===== src/rtl/bhs_pkg.sv =====
package bhs_pkg;

    localparam int BLOCK_COUNT_DEF     = 64;
    localparam int MAX_LINE_BLOCKS_DEF = 15;
    localparam int MAX_ENTRIES_DEF     = 64;
    localparam int MAX_LINE_BYTES_DEF  = 120;

    localparam int CMD_W   = 2;
    localparam int CHUNK_W = 64;
    localparam int LEN_W   = 7;
    localparam int AGE_W   = 6;
    localparam int DEL_W   = 7;
    localparam int TOTAL_W = 4;

    localparam int S_TDATA_W = 88;
    localparam int M_TDATA_W = 72;
    localparam int M_PAD_W   = M_TDATA_W - CHUNK_W - TOTAL_W;

    typedef enum logic [CMD_W-1:0] {
        CMD_INSERT = 2'd0,
        CMD_GET    = 2'd1,
        CMD_DELETE = 2'd2
    } bhs_cmd_t;

    typedef enum logic [1:0] {
        EMIT_OK   = 2'd0,
        EMIT_FAIL = 2'd1,
        EMIT_DATA = 2'd2
    } bhs_emit_t;

    typedef struct packed {
        logic      load;
        logic      rel_start_oldest;
        logic      rel_start_youngest;
        logic      rel_clear;
        logic      rel_done_evict;
        logic      rel_done_delete;
        logic      alloc_start;
        logic      alloc_step;
        logic      alloc_end;
        logic      wr_chunk;
        logic      idx_inc;
        logic      emit;
        bhs_emit_t emit_kind;
    } bhs_ctl_t;

    typedef struct packed {
        logic fill_zero;
        logic evict_needed;
        logic entries_empty;
        logic age_miss;
        logic del_zero;
        logic rel_more;
        logic size_zero;
        logic alloc_done;
        logic out_free;
        logic data_last;
    } bhs_sts_t;

endpackage


===== src/rtl/bhs_ctrl.sv =====
module bhs_ctrl (
    input  logic                      clk,
    input  logic                      rst_n,
    input  logic                      s_tvalid,
    output logic                      s_tready,
    input  logic [bhs_pkg::CMD_W-1:0] in_cmd,
    input  bhs_pkg::bhs_sts_t         sts,
    output bhs_pkg::bhs_ctl_t         ctl
);
    import bhs_pkg::*;

    typedef enum logic [3:0] {
        S_IDLE,
        S_EV_CHK,
        S_REL_SZ,
        S_REL_LP,
        S_REL_CLR,
        S_ALLOC,
        S_ALLOC_END,
        S_WR_RD,
        S_WR_WR,
        S_GET_CHK,
        S_GET_SZ,
        S_GET_IDX,
        S_GET_BLK,
        S_GET_EMIT,
        S_DEL_CHK
    } state_t;

    state_t state_reg, state_next;
    logic   del_mode_reg, del_mode_next;

    assign s_tready = (state_reg == S_IDLE);

    always_comb
    begin
        ctl           = '0;
        ctl.emit_kind = EMIT_OK;
        state_next    = state_reg;
        del_mode_next = del_mode_reg;
        case (state_reg)
            S_IDLE:
            begin
                if (s_tvalid)
                begin
                    ctl.load = 1'b1;
                    case (bhs_cmd_t'(in_cmd))
                        CMD_INSERT:
                        begin
                            del_mode_next = 1'b0;
                            state_next    = sts.fill_zero ? S_EV_CHK : S_WR_RD;
                        end
                        CMD_GET:
                        begin
                            state_next = S_GET_CHK;
                        end
                        CMD_DELETE:
                        begin
                            del_mode_next = 1'b1;
                            state_next    = S_DEL_CHK;
                        end
                        default:
                        begin
                            state_next = S_IDLE;
                        end
                    endcase
                end
            end
            S_EV_CHK:
            begin
                if (sts.evict_needed)
                begin
                    ctl.rel_start_oldest = 1'b1;
                    state_next           = S_REL_SZ;
                end
                else
                begin
                    ctl.alloc_start = 1'b1;
                    state_next      = S_ALLOC;
                end
            end
            S_REL_SZ:
            begin
                state_next = S_REL_LP;
            end
            S_REL_LP:
            begin
                if (sts.rel_more)
                begin
                    state_next = S_REL_CLR;
                end
                else if (del_mode_reg)
                begin
                    ctl.rel_done_delete = 1'b1;
                    state_next          = S_DEL_CHK;
                end
                else
                begin
                    ctl.rel_done_evict = 1'b1;
                    state_next         = S_EV_CHK;
                end
            end
            S_REL_CLR:
            begin
                ctl.rel_clear = 1'b1;
                state_next    = S_REL_LP;
            end
            S_ALLOC:
            begin
                if (sts.alloc_done)
                begin
                    state_next = S_ALLOC_END;
                end
                else
                begin
                    ctl.alloc_step = 1'b1;
                end
            end
            S_ALLOC_END:
            begin
                ctl.alloc_end = 1'b1;
                state_next    = S_IDLE;
            end
            S_WR_RD:
            begin
                state_next = S_WR_WR;
            end
            S_WR_WR:
            begin
                ctl.wr_chunk = 1'b1;
                state_next   = S_IDLE;
            end
            S_GET_CHK:
            begin
                if (!sts.age_miss)
                begin
                    state_next = S_GET_SZ;
                end
                else if (sts.out_free)
                begin
                    ctl.emit      = 1'b1;
                    ctl.emit_kind = EMIT_FAIL;
                    state_next    = S_IDLE;
                end
            end
            S_GET_SZ:
            begin
                if (!sts.size_zero)
                begin
                    state_next = S_GET_BLK;
                end
                else if (sts.out_free)
                begin
                    ctl.emit      = 1'b1;
                    ctl.emit_kind = EMIT_OK;
                    state_next    = S_IDLE;
                end
            end
            S_GET_IDX:
            begin
                state_next = S_GET_BLK;
            end
            S_GET_BLK:
            begin
                state_next = S_GET_EMIT;
            end
            S_GET_EMIT:
            begin
                if (sts.out_free)
                begin
                    ctl.emit      = 1'b1;
                    ctl.emit_kind = EMIT_DATA;
                    if (sts.data_last)
                    begin
                        state_next = S_IDLE;
                    end
                    else
                    begin
                        ctl.idx_inc = 1'b1;
                        state_next  = S_GET_IDX;
                    end
                end
            end
            S_DEL_CHK:
            begin
                if (sts.del_zero || sts.entries_empty)
                begin
                    if (sts.out_free)
                    begin
                        ctl.emit      = 1'b1;
                        ctl.emit_kind = sts.del_zero ? EMIT_OK : EMIT_FAIL;
                        state_next    = S_IDLE;
                    end
                end
                else
                begin
                    ctl.rel_start_youngest = 1'b1;
                    state_next             = S_REL_SZ;
                end
            end
            default:
            begin
                state_next = S_IDLE;
            end
        endcase
    end

    always_ff @(posedge clk or negedge rst_n)
    begin
        if (!rst_n)
        begin
            state_reg    <= S_IDLE;
            del_mode_reg <= 1'b0;
        end
        else
        begin
            state_reg    <= state_next;
            del_mode_reg <= del_mode_next;
        end
    end

endmodule


===== config.mk =====
export PLATFORM = sky130hd
export DESIGN_NAME = bhs_ctrl
export DESIGN_NICKNAME = d
export VERILOG_FILES = /design/src/rtl/bhs_pkg.sv /design/src/rtl/bhs_ctrl.sv
export SDC_FILE = /design/constraint.sdc
export NUM_CORES = 1
export LEC_CHECK = 0
export BUFFER_PORTS_ARGS = -buffer_cell sky130_fd_sc_hd__clkbuf_2
export CORE_ASPECT_RATIO = 1.2
export CORE_UTILIZATION = 37
export DETAILED_ROUTE_END_ITERATION = 7
export GPL_TIMING_DRIVEN = 0
export SLEW_MARGIN = 20
export SYNTH_ARGS = -nofsm -noshare
export SYNTH_HDL_FRONTEND = slang
export SYNTH_SLANG_ARGS = --single-unit

===== constraint.sdc =====
create_clock -name clk -period 2 [get_ports clk]
set_input_delay 0.1 -clock clk [delete_from_list [all_inputs] [get_ports clk]]
set_output_delay 0.1 -clock clk [all_outputs]
set_load 0.05 [all_outputs]

* Word level (Yosys, flattened, before mapping) *
Index checks and enable logic that the tools add are counted.

storage, ports and cells
  bits of input ports = 15
  flip-flop bits (word level) = 5
  output and inout port bits = 15
  word-level logic and storage cells = 71

operators by class
  reduce and logical (&&, ||, !) cells = 7
  multiplexer cells = 43
  equal/unequal tests = 19

operators by type and width
  cell                count
  $pmux 4 s12         1
  $mux 4              11
  $eq 4x4->1 const B  7
  $mux 3              8
  $mux 1              18
  $eq 4x3->1 const B  4
  $pmux 3 s4          1
  $pmux 4 s3          1
  $eq 4x2->1 const B  2
  $ne 2x2->1 const B  3
  $reduce_and 3->1    2
  $eq 4x1->1 const B  1
  $logic_not 4->1     1
  $mux 2              2
  $eq 2x1->1 const B  1
  $eq 2x2->1 const B  1
  $logic_not 2->1     1
  $pmux 1 s2          1
  $reduce_bool 2->1   1
  $reduce_or 2->1     1
  $logic_or 1x1->1    1

* Depth between registers and ports, before layout *
  depth in word-level cells = 4
  depth in mapped cells = 7

* Worst setup path before layout *
Ideal clock, no wire load.

  path kind = register to register
  from = register state_reg[2]
  to = register del_mode_reg
  setup time = 121 ps
  clock period less this slack = 2577 ps
  data arrival time = 2456 ps
  slack = -577 ps
  buffers on the path = 1
  cell stages (with the launch flop) = 6
  cells stage by stage = dfrtp_1 buf_2 nor4_2 and2_1 nand2_1 a22o_1

on the way
  cells in the longest elaborated chain, start to end = 2

RTL lines
  element                     RTL line         text
  start, declared             bhs_ctrl.sv:30   state_t state_reg, state_next;
  start signal, assigned      bhs_ctrl.sv:217  state_reg <= state_next;
  $logic_not 4->1             --
  named net s_tready          bhs_ctrl.sv:5    output logic s_tready,
  $reduce_and 3->1 (no line)  --
  end signal, assigned        bhs_ctrl.sv:218  del_mode_reg <= del_mode_next;
  end, declared               bhs_ctrl.sv:31   logic del_mode_reg, del_mode_next;

The timed path passes the listed nets, and every way through them passes these cells.
A chain may end at the register's enable or synchronous reset.

==> impl_metrics.toml <==
[clocking]
tritoncts = "yes"
cts.root.buffer_cell = "sky130_fd_sc_hd__clkbuf_4"
ctsLongestPathBuffers = 2
tritoncts.num_buffers = 3
cts_num_sinks = 5
cts_htree_levels = 1
clock_slew_at_the_register_clock_pins_of_the_worst_setup_and_hold_paths_ns = 0.04
clk_latency_ns = 0.24

[floorplan]
row_count = 17
core_region_area_um2 = 1910
die_w_um = 44.0
fp.dieH_um = 52.4
fp.dieArea_um2 = 2300
start_util = 0.408
io_pins = 30

[logic_synthesis]
postSynthRegisterBits = 5
synth_area_um2 = 782
synth.avg_cell_area_um2 = 7.31
dominantRegCellSynth = "sky130_fd_sc_hd__dfrtp_1"
syn-num-nets = 126
post_synth_most_frequent_cells = "sky130_fd_sc_hd__nor3_1 (10), sky130_fd_sc_hd__nand2_1 (8), sky130_fd_sc_hd__nor2_1 (7)"
synthArstFlopShare = 1.00
synth.top_cell.area_share = 0.160
yosysMostFrequentCell = "sky130_fd_sc_hd__nor3_1"
synth_sequential_area_ratio = 0.160
synth.area.top_cells = "sky130_fd_sc_hd__dfrtp_1 (16%), sky130_fd_sc_hd__ha_1 (6.4%), sky130_fd_sc_hd__nor3_1 (6.4%)"
synth-edff-count = 0
instance_count_of_the_mapped_netlist = 107
post_synth_num_cell_types = 42
synth-warning-count = 0
synth_top_area_cell = "sky130_fd_sc_hd__dfrtp_1"

[power_and_ir_drop]
ir_drop_mv = 0.704
leakagePower_nw = 0.489
power_density_nw_per_um2 = 1190
fin_total_pwr_mw = 1.34

[routing]
drt_drc_violations_left = 3
ant_nets = 0
total_wirelength_of_the_detailed_routed_design_um = 2380
detail_route.vias_per_cell = 5.82
avgRoutedWirePerCell_um = 14.6
detail_route.iter0.violations = 31
drt_pre_antenna_iters = 6
num_vias = 948

[cells_and_area]
ant_diodes = 0
postLayoutCellArea_um2 = 1130
areaGrowthSynthToFinish_pct = 44.0
layoutNonFillerInstCount = 163
largest_register_ffs = 4
drive_above_1_share = 0.410
final_net_count = 164

[placed_design]
buffer_ports.inserted = 29
dp_hpwl_um = 1840
routabilityCongestion = 0.847
detailed_place.area_um2 = 1010
dpl.cell_count = 155

[grt]
grt.met2_usage = 0.410
global_route.usage.met1 = 0.273
grt_overflow = 0
grt_pass1_wl_um = 3880
top_usage_layer = "met2"
number_of_global_route_vias_before_repair = 896
grt_start_max_net_pins = 11
groute.layer.met3.usage = 0.0276
all_layer_gr_usage = 0.226
antenna_found_initial = 0

[sta]
layout_min_cycle_time_ns = 1.92
number_of_endpoints_failing_setup_at_the_final_stage = 0
final_max_slew_viol_count = 0
final_hold_viol_count = 0
min_period_over_period = 0.959
rsz_0062_raised_after_global_routing = "false"
totalNegativeSetupSlack_ns = 0
rel_slew_slack = 0.774
tightest_slew_ns = 0.336
fmax_ghz = 0.521
final.setup_skew_ns = 0.000330

[setup_path]
timing.critical_path.to_type = "output port"
worstReg2RegStart = "state_reg[2]"
critical_path_class = "reg -> out"
regToRegEndpoint = "state_reg[2]"
worst_setup_path_start_kind = "register"
ff2ff_setup_slack_ns = 0.23
reg2reg_depth = 7
cp_data_required_time_ns = 1.90
cp_max_fo = 10
timing.critical_path.arrival_ns = 1.82

[job]
cap_viol_max_count = 0

[hold_path]
hold_class = "in -> async"

[run_status]
status = "finished with violations"
violations_in_the_final_reports = "design-rule violations"
==> final cells by class <==
type / count / area [µm²]
inverters: 6 / 22.5
repair buffers: 33 / 198
fillers: 196 / 788
flip-flops and latches: 5 / 126
plain buffers: 8 / 75.1
well taps: 19 / 23.8
multi-input cells: 88 / 654
clock buffers: 4 / 26.3
==> cell usage in the layout, fill, tap and decap left out, drive strengths merged, types with 2 or more instances in the layout <==
cell / n
a21oi: 4
nand3b: 3
nor3: 10
a31oi: 3
a211oi: 4
or2: 2
nor2: 7
inv: 6
o21ai: 7
ha: 4
nor2b: 3
nor4b: 2
nand2b: 5
dfrtp: 5
clkbuf: 35
nand2: 8
and2: 2
buf: 9
o22ai: 2
nor4: 5
nand3: 2
==> timing repair <==
item / CTS / global route
resized for setup: 15 / 9
endpoints found under the hold margin: 5 / 0
setup buffers: 1 / 2
pin swaps: 1 / 2
hold buffers: 1 / 0
setup endpoints to repair: 4 / 2
==> routing by layer <==
metal,vias up,share of wire
li1,483,-
met2,31,0.51
met5,-,0
met3,2,0.038
met4,0,0.0080
met1,432,0.44
==> how the worst max path moves through the flow <==
stage	cells after the start	slack, ns	end	from
3_3_place_gp	7	0.06	ctl[2]	state_reg[2]
3_5_place_dp	7	0.004	ctl[2]	state_reg[2]
4_1_cts	7	0.003	ctl[2]	state_reg[0]
5_1_grt	7	0.005	ctl[2]	state_reg[0]
2_1_floorplan	5	-0.23	del_mode_reg	state_reg[2]
6_report	7	0.08	ctl[0]	state_reg[2]
==> worst max-delay path, cell delays in order (launching register included) <==
cell and delay, ns:
sky130_fd_sc_hd__dfrtp_1 0.39, sky130_fd_sc_hd__buf_6 0.13, sky130_fd_sc_hd__buf_6 0.14, sky130_fd_sc_hd__nand4b_1 0.21
sky130_fd_sc_hd__nor3_1 0.23, sky130_fd_sc_hd__a31oi_1 0.08, sky130_fd_sc_hd__a211oi_2 0.17, sky130_fd_sc_hd__clkbuf_8 0.21
==> report_power, final <==
part	internal, mW	switching [mW]
logic	0.395	0.631
registers	0.146	0.0508
clock network	0.0754	0.0417
==> logic make-up (layout without fill, tap and decap cells) <==
family	count (synthesis)	after routing	synth area share
simple gates	54	54	0.422
compound gates	29	29	0.254
buf+inv	14	51	0.0880
flops	5	5	0.160
fa+ha+maj	4	4	0.0640
xor+xnor	1	1	0.0112
==> stage by stage <==
| step | utilization | setup slack [ns] | hold WS [ns] |
|---|---|---|---|
| after floorplan | - | -0.227 | -0.196 |
| after global placement | 0.526 | 0.0575 | -0.0848 |
| after detailed placement | 0.526 | 0.00352 | -0.0804 |
| after CTS | 0.573 | 0.00311 | 0.197 |
| after global routing | 0.588 | 0.00486 | 0.237 |
| final | 0.588 | 0.0820 | 0.201 |
No activity file was read; power rests on OpenSTA's default activity.
